<file path="config.mk">
export PLATFORM = sky130hd
export DESIGN_NAME = impact_brake_event_detector
export DESIGN_NICKNAME = d
export VERILOG_FILES = /design/src/rtl/core/ibed_pkg.sv /design/src/rtl/core/ibed_front.sv /design/src/rtl/core/ibed_queue.sv /design/src/rtl/core/ibed_back.sv /design/src/rtl/core/impact_brake_event_detector.sv
export SDC_FILE = /design/constraint.sdc
export NUM_CORES = 2
export LEC_CHECK = 0
export BUFFER_PORTS_ARGS = -buffer_cell sky130_fd_sc_hd__buf_2
export CORE_ASPECT_RATIO = 1.75
export CORE_MARGIN = 1.5
export CORE_UTILIZATION = 50
export CTS_CLUSTER_SIZE = 25
export DETAILED_ROUTE_END_ITERATION = 16
export PLACE_DENSITY = 0.66
export SETUP_SLACK_MARGIN = 0.02
export SLEW_MARGIN = 20
export SYNTH_ARGS = -nofsm -noshare
export SYNTH_HDL_FRONTEND = slang
export SYNTH_SLANG_ARGS = --single-unit
</file>
<file path="constraint.sdc">
create_clock -name clk -period 11.19 [get_ports clk]
set_clock_uncertainty 0.05 [all_clocks]
set_input_delay 1.6785 -clock clk [delete_from_list [all_inputs] [get_ports clk]]
set_output_delay 1.6785 -clock clk [all_outputs]
set_load 0.01 [all_outputs]
</file>
<file path="src/rtl/core/ibed_pkg.sv">
// Shared types and constants for the impact and brake event detector.
// Used by every module under rtl/core; depends on nothing else.
package ibed_pkg;

    // Field widths
    localparam int AXIS_W  = 16;
    localparam int TIME_W  = 32;
    localparam int SUMSQ_W = 32;
    localparam int MAG_W   = 16;
    localparam int JERK_W  = 22;
    localparam int CONF_W  = 8;
    localparam int KIND_W  = 2;
    localparam int CFG_IDX_W  = 3;
    localparam int CFG_DATA_W = 22;

    // Request types
    localparam logic REQ_SAMPLE  = 1'b0;
    localparam logic REQ_DISMISS = 1'b1;

    // Event kinds and pattern codes
    localparam logic [KIND_W-1:0] EVT_NONE  = 2'd0;
    localparam logic [KIND_W-1:0] EVT_BRAKE = 2'd1;
    localparam logic [KIND_W-1:0] EVT_CRASH = 2'd2;
    localparam logic [KIND_W-1:0] PAT_NONE  = 2'd0;
    localparam logic [KIND_W-1:0] PAT_BRAKE = 2'd1;
    localparam logic [KIND_W-1:0] PAT_CRASH = 2'd2;

    // Configuration register indexes
    localparam logic [CFG_IDX_W-1:0] REG_CRASH_MAG_LIMIT   = 3'd0;
    localparam logic [CFG_IDX_W-1:0] REG_CRASH_JERK_LIMIT  = 3'd1;
    localparam logic [CFG_IDX_W-1:0] REG_BRAKE_JERK_LIMIT  = 3'd2;
    localparam logic [CFG_IDX_W-1:0] REG_BRAKE_MAG_CEILING = 3'd3;
    localparam logic [CFG_IDX_W-1:0] REG_BRAKE_COOLDOWN    = 3'd4;
    localparam logic [CFG_IDX_W-1:0] REG_CRASH_COOLDOWN    = 3'd5;
    localparam logic [CFG_IDX_W-1:0] REG_BRAKE_HOLD        = 3'd6;

    // Configuration reset values
    localparam logic [MAG_W-1:0]  RST_CRASH_MAG_LIMIT   = 16'd12288;
    localparam logic [JERK_W-1:0] RST_CRASH_JERK_LIMIT  = 22'd163840;
    localparam logic [JERK_W-1:0] RST_BRAKE_JERK_LIMIT  = 22'd57344;
    localparam logic [MAG_W-1:0]  RST_BRAKE_MAG_CEILING = 16'd9011;
    localparam logic [15:0]       RST_BRAKE_COOLDOWN    = 16'd400;
    localparam logic [15:0]       RST_CRASH_COOLDOWN    = 16'd3000;
    localparam logic [15:0]       RST_BRAKE_HOLD        = 16'd800;

    // Magnitude before the first sample: one g
    localparam logic [MAG_W-1:0] ONE_G = 16'd4096;

    localparam logic [JERK_W-1:0] JERK_MAX = 22'h3FFFFF;

    // Confidence ramps: floor 51, span 204
    localparam logic [CONF_W-1:0] CONF_FLOOR = 8'd51;
    localparam logic [CONF_W-1:0] CONF_TOP   = 8'd255;
    // Brake ramp over 14..30 g/s, span 65536
    localparam logic [JERK_W-1:0] BRAKE_CONF_LO = 22'd57344;
    localparam logic [JERK_W-1:0] BRAKE_CONF_HI = 22'd122880;
    // Crash jerk ramp over 40..90 g/s, span 204800 = 4096 * 50
    localparam logic [JERK_W-1:0] CRASH_JERK_CONF_LO = 22'd163840;
    localparam logic [JERK_W-1:0] CRASH_JERK_CONF_HI = 22'd368640;
    // Crash magnitude ramp over 3..5 g, span 8192
    localparam logic [MAG_W-1:0] CRASH_MAG_CONF_LO = 16'd12288;
    localparam logic [MAG_W-1:0] CRASH_MAG_CONF_HI = 16'd20480;
    // Reciprocal of 50 at 2^19, exact for dividends below 10240
    localparam logic [26:0] RECIP_50   = 27'd10486;
    localparam int          RECIP_SHIFT = 19;

    // Square root: sixteen digit steps over a 32-bit radicand
    localparam logic [SUMSQ_W-1:0] SQRT_FIRST_BIT = 32'h4000_0000;

    // Queue between front and back
    localparam int QUEUE_DEPTH = 2;

    // One item as it travels from the front to the back
    typedef struct packed {
        logic                dismiss;
        logic [SUMSQ_W-1:0]  sumsq;
        logic [TIME_W-1:0]   now_ms;
    } queue_item_t;

    // Configuration register file contents
    typedef struct packed {
        logic [MAG_W-1:0]  crash_mag_limit;
        logic [JERK_W-1:0] crash_jerk_limit;
        logic [JERK_W-1:0] brake_jerk_limit;
        logic [MAG_W-1:0]  brake_mag_ceiling;
        logic [15:0]       brake_cooldown_ms;
        logic [15:0]       crash_cooldown_ms;
        logic [15:0]       brake_hold_ms;
    } cfg_regs_t;

endpackage

</file>
<file path="src/rtl/core/ibed_front.sv">
// Front end: takes input beats, squares the axes and sums them.
// Depends on ibed_pkg; feeds ibed_queue.
module ibed_front
    import ibed_pkg::*;
(
    input  logic                     clk,
    input  logic                     rst_n,
    input  logic                     in_valid,
    output logic                     in_ready,
    input  logic                     req_type,
    input  logic signed [AXIS_W-1:0] accel_x,
    input  logic signed [AXIS_W-1:0] accel_y,
    input  logic signed [AXIS_W-1:0] accel_z,
    input  logic [TIME_W-1:0]        now_ms,
    output logic                     push_valid,
    input  logic                     push_ready,
    output queue_item_t              push_item
);

    localparam logic [1:0] F_IDLE   = 2'd0;
    localparam logic [1:0] F_SQUARE = 2'd1;
    localparam logic [1:0] F_PUSH   = 2'd2;

    logic [1:0] state_reg, state_next;

    logic                     dismiss_reg;
    logic [TIME_W-1:0]        now_reg;
    logic signed [AXIS_W-1:0] x_reg, y_reg, z_reg;
    logic [SUMSQ_W-1:0]       sqx_reg, sqy_reg, sqz_reg;

    logic signed [2*AXIS_W-1:0] sqx, sqy, sqz;

    assign in_ready   = (state_reg == F_IDLE);
    assign push_valid = (state_reg == F_PUSH);

    // Squares of signed axes are never negative
    assign sqx = x_reg * x_reg;
    assign sqy = y_reg * y_reg;
    assign sqz = z_reg * z_reg;

    // Sum the squares; a dismiss carries no radicand
    always_comb
    begin
        push_item.dismiss = dismiss_reg;
        push_item.now_ms  = now_reg;
        push_item.sumsq   = dismiss_reg ? '0 : (sqx_reg + sqy_reg + sqz_reg);
    end

    // Advance through capture, square and push
    always_comb
    begin
        state_next = state_reg;
        case (state_reg)
            F_IDLE:
            begin
                if (in_valid)
                begin
                    state_next = (req_type == REQ_DISMISS) ? F_PUSH : F_SQUARE;
                end
            end
            F_SQUARE:
            begin
                state_next = F_PUSH;
            end
            F_PUSH:
            begin
                if (push_ready)
                begin
                    state_next = F_IDLE;
                end
            end
            default:
            begin
                state_next = F_IDLE;
            end
        endcase
    end

    always_ff @(posedge clk or negedge rst_n)
    begin
        if (!rst_n)
        begin
            state_reg <= F_IDLE;
        end
        else
        begin
            state_reg <= state_next;
        end
    end

    // Hold the accepted beat and its squares
    always_ff @(posedge clk)
    begin
        if (in_valid && in_ready)
        begin
            dismiss_reg <= (req_type == REQ_DISMISS);
            now_reg     <= now_ms;
            x_reg       <= accel_x;
            y_reg       <= accel_y;
            z_reg       <= accel_z;
        end
        if (state_reg == F_SQUARE)
        begin
            sqx_reg <= SUMSQ_W'(unsigned'(sqx));
            sqy_reg <= SUMSQ_W'(unsigned'(sqy));
            sqz_reg <= SUMSQ_W'(unsigned'(sqz));
        end
    end

endmodule

</file>
<file path="src/rtl/core/ibed_queue.sv">
// Short queue that decouples the front end from the detector back end.
// Depends on ibed_pkg for the item type and depth.
module ibed_queue
    import ibed_pkg::*;
(
    input  logic        clk,
    input  logic        rst_n,
    input  logic        push_valid,
    output logic        push_ready,
    input  queue_item_t push_item,
    output logic        pop_valid,
    input  logic        pop_ready,
    output queue_item_t pop_item
);

    localparam int PTR_W   = (QUEUE_DEPTH > 1) ? $clog2(QUEUE_DEPTH) : 1;
    localparam int COUNT_W = $clog2(QUEUE_DEPTH + 1);

    queue_item_t           slot_reg [QUEUE_DEPTH];
    logic [PTR_W-1:0]      wr_ptr_reg, rd_ptr_reg;
    logic [COUNT_W-1:0]    count_reg;

    logic do_push, do_pop;

    assign push_ready = (count_reg != COUNT_W'(QUEUE_DEPTH));
    assign pop_valid  = (count_reg != '0);
    assign pop_item   = slot_reg[rd_ptr_reg];

    assign do_push = push_valid && push_ready;
    assign do_pop  = pop_valid && pop_ready;

    // Advance pointers and track fill level
    always_ff @(posedge clk or negedge rst_n)
    begin
        if (!rst_n)
        begin
            wr_ptr_reg <= '0;
            rd_ptr_reg <= '0;
            count_reg  <= '0;
        end
        else
        begin
            if (do_push)
            begin
                wr_ptr_reg <= (wr_ptr_reg == PTR_W'(QUEUE_DEPTH - 1)) ?
                              '0 : wr_ptr_reg + PTR_W'(1);
            end
            if (do_pop)
            begin
                rd_ptr_reg <= (rd_ptr_reg == PTR_W'(QUEUE_DEPTH - 1)) ?
                              '0 : rd_ptr_reg + PTR_W'(1);
            end
            if (do_push && !do_pop)
            begin
                count_reg <= count_reg + COUNT_W'(1);
            end
            else if (do_pop && !do_push)
            begin
                count_reg <= count_reg - COUNT_W'(1);
            end
        end
    end

    // Store the pushed beat
    always_ff @(posedge clk)
    begin
        if (do_push)
        begin
            slot_reg[wr_ptr_reg] <= push_item;
        end
    end

endmodule

</file>
<file path="src/rtl/core/ibed_back.sv">
// Back end: iterative square root, jerk, confidence ramps and event decision.
// Depends on ibed_pkg; drains ibed_queue and drives the result registers.
module ibed_back
    import ibed_pkg::*;
#(
    parameter int SAMPLE_RATE = 50
)
(
    input  logic               clk,
    input  logic               rst_n,
    input  cfg_regs_t          cfg,
    input  logic               pop_valid,
    output logic               pop_ready,
    input  queue_item_t        pop_item,
    output logic               out_valid,
    input  logic               out_ready,
    output logic [KIND_W-1:0]  event_kind,
    output logic [CONF_W-1:0]  confidence,
    output logic [KIND_W-1:0]  pattern,
    output logic [MAG_W-1:0]   magnitude,
    output logic [JERK_W-1:0]  jerk
);

    localparam int RATE_W = $clog2(SAMPLE_RATE + 1);
    localparam int PROD_W = MAG_W + RATE_W;
    localparam int EXT_W  = PROD_W + JERK_W;

    localparam logic [2:0] B_IDLE   = 3'd0;
    localparam logic [2:0] B_SQRT   = 3'd1;
    localparam logic [2:0] B_JERK   = 3'd2;
    localparam logic [2:0] B_RAMP_A = 3'd3;
    localparam logic [2:0] B_RAMP_B = 3'd4;
    localparam logic [2:0] B_DECIDE = 3'd5;

    logic [2:0] state_reg, state_next;

    // Item under work
    logic                dismiss_reg;
    logic [TIME_W-1:0]   now_reg;
    logic [SUMSQ_W-1:0]  rem_reg, root_reg, bit_reg;
    logic [JERK_W-1:0]   jerk_reg;
    logic [CONF_W-1:0]   conf_brake_reg, conf_mag_reg, conf_crash_reg;
    logic [13:0]         cj_scaled_reg;
    logic                cj_low_reg, cj_high_reg;

    // Detector state
    logic [MAG_W-1:0]    prev_mag_reg, prev_mag_next;
    logic [TIME_W-1:0]   last_brake_reg, last_brake_next;
    logic [TIME_W-1:0]   last_crash_reg, last_crash_next;
    logic [TIME_W-1:0]   brake_end_reg, brake_end_next;
    logic [KIND_W-1:0]   pattern_reg, pattern_next;

    // Result registers
    logic                out_valid_reg;
    logic [KIND_W-1:0]   kind_out_reg, kind_next;
    logic [CONF_W-1:0]   conf_out_reg, conf_next;
    logic [KIND_W-1:0]   pat_out_reg;
    logic [MAG_W-1:0]    mag_out_reg;
    logic [JERK_W-1:0]   jerk_out_reg;

    logic [MAG_W-1:0]    mag;
    logic [SUMSQ_W-1:0]  trial;
    logic                fire;

    logic [MAG_W-1:0]    diff;
    logic [PROD_W-1:0]   jerk_prod;
    logic [EXT_W-1:0]    jerk_ext;
    logic [JERK_W-1:0]   jerk_sat;

    logic [JERK_W-1:0]   bj_d, cj_d;
    logic [MAG_W-1:0]    cm_d;
    logic [23:0]         bj_prod, cj_prod;
    logic [20:0]         cm_prod;
    logic [26:0]         cj_q_prod;
    logic [CONF_W-1:0]   conf_jerk;

    logic [TIME_W-1:0]   since_crash, since_brake, past_end;
    logic                crash_hit, brake_hit;

    assign mag       = root_reg[MAG_W-1:0];
    assign trial     = root_reg + bit_reg;
    assign pop_ready = (state_reg == B_IDLE);
    assign fire      = (state_reg == B_DECIDE) && (!out_valid_reg || out_ready);

    assign out_valid  = out_valid_reg;
    assign event_kind = kind_out_reg;
    assign confidence = conf_out_reg;
    assign pattern    = pat_out_reg;
    assign magnitude  = mag_out_reg;
    assign jerk       = jerk_out_reg;

    // Jerk: magnitude change times sample rate, saturated
    always_comb
    begin
        diff      = (mag > prev_mag_reg) ? (mag - prev_mag_reg) : (prev_mag_reg - mag);
        jerk_prod = PROD_W'(diff) * PROD_W'(SAMPLE_RATE);
        jerk_ext  = EXT_W'(jerk_prod);
        jerk_sat  = (jerk_ext > EXT_W'(JERK_MAX)) ? JERK_MAX : jerk_ext[JERK_W-1:0];
    end

    // Ramp numerators, scaled by the constant span of each ramp
    always_comb
    begin
        bj_d      = jerk_reg - BRAKE_CONF_LO;
        cj_d      = jerk_reg - CRASH_JERK_CONF_LO;
        cm_d      = mag - CRASH_MAG_CONF_LO;
        bj_prod   = 24'(bj_d[15:0]) * 24'd204;
        cj_prod   = 24'(cj_d[17:0]) * 24'd51;
        cm_prod   = 21'(cm_d[12:0]) * 21'd204;
        cj_q_prod = 27'(cj_scaled_reg) * RECIP_50;
    end

    // Finish the divide by 50 on the crash jerk ramp
    always_comb
    begin
        if (cj_low_reg)
        begin
            conf_jerk = CONF_FLOOR;
        end
        else if (cj_high_reg)
        begin
            conf_jerk = CONF_TOP;
        end
        else
        begin
            conf_jerk = CONF_FLOOR + cj_q_prod[RECIP_SHIFT+7:RECIP_SHIFT];
        end
    end

    // Decide the event and the next detector state
    always_comb
    begin
        since_crash     = now_reg - last_crash_reg;
        since_brake     = now_reg - last_brake_reg;
        past_end        = now_reg - brake_end_reg;
        prev_mag_next   = prev_mag_reg;
        last_brake_next = last_brake_reg;
        last_crash_next = last_crash_reg;
        brake_end_next  = brake_end_reg;
        pattern_next    = pattern_reg;
        kind_next       = EVT_NONE;
        conf_next       = '0;
        crash_hit       = 1'b0;
        brake_hit       = 1'b0;
        if (dismiss_reg)
        begin
            pattern_next = PAT_NONE;
        end
        else
        begin
            // Drop an expired brake pattern
            if (pattern_reg == PAT_BRAKE && past_end != '0 && !past_end[TIME_W-1])
            begin
                pattern_next = PAT_NONE;
            end
            crash_hit = (pattern_next != PAT_CRASH) &&
                        (since_crash >= TIME_W'(cfg.crash_cooldown_ms)) &&
                        ((mag > cfg.crash_mag_limit) || (jerk_reg > cfg.crash_jerk_limit));
            brake_hit = (since_brake >= TIME_W'(cfg.brake_cooldown_ms)) &&
                        (jerk_reg > cfg.brake_jerk_limit) &&
                        (mag < cfg.brake_mag_ceiling);
            if (crash_hit)
            begin
                last_crash_next = now_reg;
                pattern_next    = PAT_CRASH;
                kind_next       = EVT_CRASH;
                conf_next       = conf_crash_reg;
            end
            else if (brake_hit)
            begin
                last_brake_next = now_reg;
                brake_end_next  = now_reg + TIME_W'(cfg.brake_hold_ms);
                // A repeat brake only extends the hold
                if (pattern_next != PAT_BRAKE)
                begin
                    pattern_next = PAT_BRAKE;
                    kind_next    = EVT_BRAKE;
                    conf_next    = conf_brake_reg;
                end
            end
            prev_mag_next = mag;
        end
    end

    // Sequence one item through the back end
    always_comb
    begin
        state_next = state_reg;
        case (state_reg)
            B_IDLE:
            begin
                if (pop_valid)
                begin
                    state_next = pop_item.dismiss ? B_DECIDE : B_SQRT;
                end
            end
            B_SQRT:
            begin
                if (bit_reg[0])
                begin
                    state_next = B_JERK;
                end
            end
            B_JERK:
            begin
                state_next = B_RAMP_A;
            end
            B_RAMP_A:
            begin
                state_next = B_RAMP_B;
            end
            B_RAMP_B:
            begin
                state_next = B_DECIDE;
            end
            B_DECIDE:
            begin
                if (fire)
                begin
                    state_next = B_IDLE;
                end
            end
            default:
            begin
                state_next = B_IDLE;
            end
        endcase
    end

    // Control and detector state
    always_ff @(posedge clk or negedge rst_n)
    begin
        if (!rst_n)
        begin
            state_reg      <= B_IDLE;
            out_valid_reg  <= 1'b0;
            prev_mag_reg   <= ONE_G;
            last_brake_reg <= '0;
            last_crash_reg <= '0;
            brake_end_reg  <= '0;
            pattern_reg    <= PAT_NONE;
        end
        else
        begin
            state_reg <= state_next;
            if (fire)
            begin
                out_valid_reg  <= 1'b1;
                prev_mag_reg   <= prev_mag_next;
                last_brake_reg <= last_brake_next;
                last_crash_reg <= last_crash_next;
                brake_end_reg  <= brake_end_next;
                pattern_reg    <= pattern_next;
            end
            else if (out_ready)
            begin
                out_valid_reg <= 1'b0;
            end
        end
    end

    // Datapath: root digits, jerk, ramps and the result beat
    always_ff @(posedge clk)
    begin
        if (pop_valid && pop_ready)
        begin
            dismiss_reg <= pop_item.dismiss;
            now_reg     <= pop_item.now_ms;
            rem_reg     <= pop_item.sumsq;
            root_reg    <= '0;
            bit_reg     <= SQRT_FIRST_BIT;
        end
        if (state_reg == B_SQRT)
        begin
            // One root digit per cycle
            if (rem_reg >= trial)
            begin
                rem_reg  <= rem_reg - trial;
                root_reg <= (root_reg >> 1) + bit_reg;
            end
            else
            begin
                root_reg <= root_reg >> 1;
            end
            bit_reg <= bit_reg >> 2;
        end
        if (state_reg == B_JERK)
        begin
            jerk_reg <= jerk_sat;
        end
        if (state_reg == B_RAMP_A)
        begin
            if (jerk_reg <= BRAKE_CONF_LO)
            begin
                conf_brake_reg <= CONF_FLOOR;
            end
            else if (jerk_reg >= BRAKE_CONF_HI)
            begin
                conf_brake_reg <= CONF_TOP;
            end
            else
            begin
                conf_brake_reg <= CONF_FLOOR + bj_prod[23:16];
            end
            if (mag <= CRASH_MAG_CONF_LO)
            begin
                conf_mag_reg <= CONF_FLOOR;
            end
            else if (mag >= CRASH_MAG_CONF_HI)
            begin
                conf_mag_reg <= CONF_TOP;
            end
            else
            begin
                conf_mag_reg <= CONF_FLOOR + cm_prod[20:13];
            end
            cj_scaled_reg <= cj_prod[23:10];
            cj_low_reg    <= (jerk_reg <= CRASH_JERK_CONF_LO);
            cj_high_reg   <= (jerk_reg >= CRASH_JERK_CONF_HI);
        end
        if (state_reg == B_RAMP_B)
        begin
            // Take the larger crash ramp
            conf_crash_reg <= (conf_jerk > conf_mag_reg) ? conf_jerk : conf_mag_reg;
        end
        if (fire)
        begin
            kind_out_reg <= kind_next;
            conf_out_reg <= conf_next;
            pat_out_reg  <= pattern_next;
            mag_out_reg  <= dismiss_reg ? '0 : mag;
            jerk_out_reg <= dismiss_reg ? '0 : jerk_reg;
        end
    end

endmodule

</file>
<file path="src/rtl/core/impact_brake_event_detector.sv">
// Top level of the impact and brake event detector: configuration registers
// and the front end, queue and back end. Depends on ibed_pkg and all rtl/core modules.
//
// Each beat is either an accelerometer sample or a dismiss command and gives
// exactly one result beat, in order. The front end steps a sample through
// capture, square and push and a dismiss through capture and push, and hands
// it through a two-entry queue to the back end, so new beats are taken while
// the back end is busy or its result waits, as long as the queue has room.
// The back end takes a sample from the queue, then runs the digit-by-digit
// square root of x*x + y*y + z*z, the jerk, the ramp states B_RAMP_A and
// B_RAMP_B and the decide state, which waits for a free result register and
// loads it; a dismiss goes straight to decide. It takes no new item until the
// result is loaded; the square-root iteration sets the sustained sample rate.
// Configuration writes are always taken (cfg_ready stays high) and must only
// be made while the block is idle; indexes past the last register are ignored.
module impact_brake_event_detector
    import ibed_pkg::*;
#(
    parameter int SAMPLE_RATE = 50
)
(
    input  logic                     clk,
    input  logic                     rst_n,
    input  logic                     cfg_valid,
    output logic                     cfg_ready,
    input  logic [CFG_IDX_W-1:0]     cfg_index,
    input  logic [CFG_DATA_W-1:0]    cfg_data,
    input  logic                     in_valid,
    output logic                     in_ready,
    input  logic                     req_type,
    input  logic signed [AXIS_W-1:0] accel_x,
    input  logic signed [AXIS_W-1:0] accel_y,
    input  logic signed [AXIS_W-1:0] accel_z,
    input  logic [TIME_W-1:0]        now_ms,
    output logic                     out_valid,
    input  logic                     out_ready,
    output logic [KIND_W-1:0]        event_kind,
    output logic [CONF_W-1:0]        confidence,
    output logic [KIND_W-1:0]        pattern,
    output logic [MAG_W-1:0]         magnitude,
    output logic [JERK_W-1:0]        jerk
);

    cfg_regs_t   cfg_reg;
    logic        push_valid, push_ready, pop_valid, pop_ready;
    queue_item_t push_item, pop_item;

    assign cfg_ready = 1'b1;

    // Write configuration registers
    always_ff @(posedge clk or negedge rst_n)
    begin
        if (!rst_n)
        begin
            cfg_reg.crash_mag_limit   <= RST_CRASH_MAG_LIMIT;
            cfg_reg.crash_jerk_limit  <= RST_CRASH_JERK_LIMIT;
            cfg_reg.brake_jerk_limit  <= RST_BRAKE_JERK_LIMIT;
            cfg_reg.brake_mag_ceiling <= RST_BRAKE_MAG_CEILING;
            cfg_reg.brake_cooldown_ms <= RST_BRAKE_COOLDOWN;
            cfg_reg.crash_cooldown_ms <= RST_CRASH_COOLDOWN;
            cfg_reg.brake_hold_ms     <= RST_BRAKE_HOLD;
        end
        else if (cfg_valid && cfg_ready)
        begin
            case (cfg_index)
                REG_CRASH_MAG_LIMIT:   cfg_reg.crash_mag_limit   <= cfg_data[15:0];
                REG_CRASH_JERK_LIMIT:  cfg_reg.crash_jerk_limit  <= cfg_data[JERK_W-1:0];
                REG_BRAKE_JERK_LIMIT:  cfg_reg.brake_jerk_limit  <= cfg_data[JERK_W-1:0];
                REG_BRAKE_MAG_CEILING: cfg_reg.brake_mag_ceiling <= cfg_data[15:0];
                REG_BRAKE_COOLDOWN:    cfg_reg.brake_cooldown_ms <= cfg_data[15:0];
                REG_CRASH_COOLDOWN:    cfg_reg.crash_cooldown_ms <= cfg_data[15:0];
                REG_BRAKE_HOLD:        cfg_reg.brake_hold_ms     <= cfg_data[15:0];
                default:
                begin
                end
            endcase
        end
    end

    ibed_front u_front (
        .clk        (clk),
        .rst_n      (rst_n),
        .in_valid   (in_valid),
        .in_ready   (in_ready),
        .req_type   (req_type),
        .accel_x    (accel_x),
        .accel_y    (accel_y),
        .accel_z    (accel_z),
        .now_ms     (now_ms),
        .push_valid (push_valid),
        .push_ready (push_ready),
        .push_item  (push_item)
    );

    ibed_queue u_queue (
        .clk        (clk),
        .rst_n      (rst_n),
        .push_valid (push_valid),
        .push_ready (push_ready),
        .push_item  (push_item),
        .pop_valid  (pop_valid),
        .pop_ready  (pop_ready),
        .pop_item   (pop_item)
    );

    ibed_back #(
        .SAMPLE_RATE (SAMPLE_RATE)
    ) u_back (
        .clk        (clk),
        .rst_n      (rst_n),
        .cfg        (cfg_reg),
        .pop_valid  (pop_valid),
        .pop_ready  (pop_ready),
        .pop_item   (pop_item),
        .out_valid  (out_valid),
        .out_ready  (out_ready),
        .event_kind (event_kind),
        .confidence (confidence),
        .pattern    (pattern),
        .magnitude  (magnitude),
        .jerk       (jerk)
    );

endmodule
</file>
==> impl_metrics.tcl <==
set metrics [dict create \
    max_freq_ghz 0.120 \
    fillCellCount 14000 \
    start_util 0.504 \
    antenna_found_initial 10 \
    place_area_mm2 0.0820 \
    firstDrtPassIters 5 \
    reg2reg_depth 26 \
    wl_um 192000 \
    rsz0062_at_grt "no" \
    drv_slew 0 \
    coreArea_mm2 0.157 \
    dp_hpwl_um 157000 \
    clkSlewWorstSetupHoldPaths_ns 0.06 \
    syn_to_final_growth_pct 7.42 \
    min_path_type "reg -> reg" \
    die_h_um 529 \
    synth_top_cell_area_share 0.223 \
    synth_top_cell_by_area "fa_1" \
    r2r-start "u_back.cj_scaled_reg[11]" \
    syn-cell-area_mm2 0.0790 \
    fin_cells 9962 \
    endpoint "u_back.conf_crash_reg[5]" \
    setup_tns_ns 0 \
    ys.flop_type "edfxtp_1" \
    place_congestion 0.947 \
    grt_pass1_vias 59600 \
    cp.depth 26 \
    setup.worst_path.start "u_back.cj_scaled_reg[11]" \
    synth_cell_types 90 \
    io_pins 164 \
    top_layer "met5" \
    start_kind "register" \
    period_minus_slack_ns 8.35 \
    cts.repair.resized 0 \
    max-cap-violations 0 \
    hold_viol 0 \
    synthCells 7756 \
    ant_nets 0 \
    ys_async_sr_fraction 0.320 \
    fin_crit_sh 0.746 \
    numCtsBuffers 83 \
    nets 9718 \
    critical_path_class "reg -> reg" \
    multi_input_area_mm2 0.0510 \
    worst_pin_slew_ns 1.06 \
    hold_buffers 0 \
    largest_reg_flops 130 \
    cts_tree "yes" \
    timing.reg2reg.setup_slack_ns 2.84 \
    synth_seq_cells 775 \
    seq_area_mm2 0.0217 \
    critPathRequiredTime_ns 11.55 \
    critPathMaxStageDelay_ns 0.65 \
    drive_gt1_frac 0.0734 \
    insertion_delay_ns 0.72 \
    avgSynthCellArea_um2 10.2 \
    wl_met3_um 6190 \
    routed_via_density 5.50 \
    final_cell_area_mm2 0.0849 \
    yosys-top-cells-area "fa_1, edfxtp_1, ha_1" \
    maxSlewHeadroom 0.294 \
    synth_edf_count 494 \
    grt_overflow_total 0 \
    clk_path_buf_depth 3 \
    h-tree-depth 3 \
    wire_per_inst_um 19.3 \
    critPathBufInv 3 \
    cp-end-kind "register" \
    dieArea_mm2 0.160 \
    postCtsSetupBuffers 0 \
    path_max_fanout 11 \
    yosysSeqAreaShare 0.275 \
    rows 192 \
    drt_iter0_markers 2496 \
    whs_ns 0.366 \
    worstPathArrival_ns 8.71 \
    ys_warn_count 0 \
    vias 54800 \
    setup_viol 0 \
    met2_length_um 106000 \
    wl_met1_um 68000 \
    grt_pass1_wl_um 308000 \
    port_buffers 161 \
    status "complete, no violations" \
    cpMostUsedCell "fa_1" \
    gr-usage-all-layers 0.245 \
    grt_max_degree 160 \
    cp_slowest_cell "a211oi_1" \
    drc 0 \
    cts_root_buffer "clkbuf_16" \
    r2r_end "u_back.conf_crash_reg[5]" \
    fp.dieW_um 303 \
    crit_family "compound AO/OA/AOI/OAI gates" \
    clock-sinks 775 \
    placed_cells 9800 \
]
[worst register-to-register path, delay by kind of cell, from the launching register on]
family / cells / cell delay (ns)
AO/OA/AOI/OAI: 11 / 3.18
adder cells (fa/ha/maj): 7 / 2.98
buffers and inverters: 3 / 0.32
flip-flops: 1 / 0.58
multiplexers: 2 / 0.67
AND/OR/NAND/NOR: 3 / 0.33
[cell usage in the layout, fill, tap and decap left out, types with 59 or more instances in the layout]
cell / n
nor3_1: 73
buf_2: 160
xnor2_1: 263
a21oi_1: 325
clkbuf_16: 84
nand4_1: 59
mux2_2: 150
and2_1: 165
dfrtp_1: 219
nor2b_1: 70
inv_1: 1471
nand3_1: 79
a31oi_1: 65
nor2_1: 363
a21o_1: 187
nand2_1: 541
mux2i_1: 70
ha_1: 877
fa_1: 881
nand2b_1: 64
o21bai_1: 60
o21ai_0: 284
edfxtp_1: 494
xor2_1: 142
[final cells by class]
type / instances / area share
clock buffers: 100 / 0.0257
diodes: 5 / 0.000147
flip-flops and latches: 775 / 0.256
repair buffers: 199 / 0.0132
clock inverters: 56 / 0.00820
well taps: 2037 / 0.0300
inverters: 1474 / 0.0652
multi-input cells: 5316 / 0.601
[synthesized netlist by cell type (all sizes together) (65+ instances only)]
cell and instances:
nand3 79, a31oi 65, and2 167, a21o 187, inv 1473, xor2 142, edfxtp 494, nor2b 73
ha 877, mux2i 70, a21oi 326, xnor2 263, nor2 365, clkbuf 169, mux2 171, fa 881
o21ai 287, nand2 542, dfrtp 220, nor3 76
[worst min-delay path by stage]
stage                                    from                       to  slack [ns]  cells after the start
after CTS                  u_front.now_reg[8]   u_queue.slot_reg[0][8]        0.38                      0
after floorplan            u_front.now_reg[0]   u_queue.slot_reg[0][0]        0.37                      0
after detailed placement  u_front.now_reg[18]  u_queue.slot_reg[0][18]        0.38                      0
after global placement     u_front.now_reg[7]   u_queue.slot_reg[0][7]        0.37                      0
final                      u_front.now_reg[8]   u_queue.slot_reg[0][8]        0.37                      0
after global routing       u_front.now_reg[8]   u_queue.slot_reg[0][8]        0.38                      0
[metrics by stage]
| stage | utilization | setup WS, ns |
|---|---|---|
| detailed placement | 0.523 | 2.56 |
| CTS | 0.542 | 2.52 |
| floorplan | - | 3.94 |
| global route | 0.542 | 2.34 |
| finish | 0.542 | 2.84 |
| global placement | 0.523 | 2.61 |
[kinds of logic after synthesis]
kind of cell | Yosys count | synth area share
AOI/OAI and AO/OA | 1309 | 0.108
xor gates and xnor gates | 405 | 0.0449
other | 2 | 0.0000951
buffers and inverters | 1668 | 0.0800
adders and majority gates | 1758 | 0.362
DFF | 775 | 0.275
and+or+nand+nor | 1598 | 0.0967
muxes | 241 | 0.0332
[routing by layer]
| metal | up-vias | GRT usage |
|---|---|---|
| met5 | - | 0 |
| met4 | 6 | 0.135 |
| met3 | 507 | 0.0245 |
| met2 | 1062 | 0.477 |
| met1 | 27300 | 0.251 |
| li1 | 25900 | - |
Power is not shown: default switching activity piles up to over one toggle a cycle in this logic, so the estimate is an artifact.
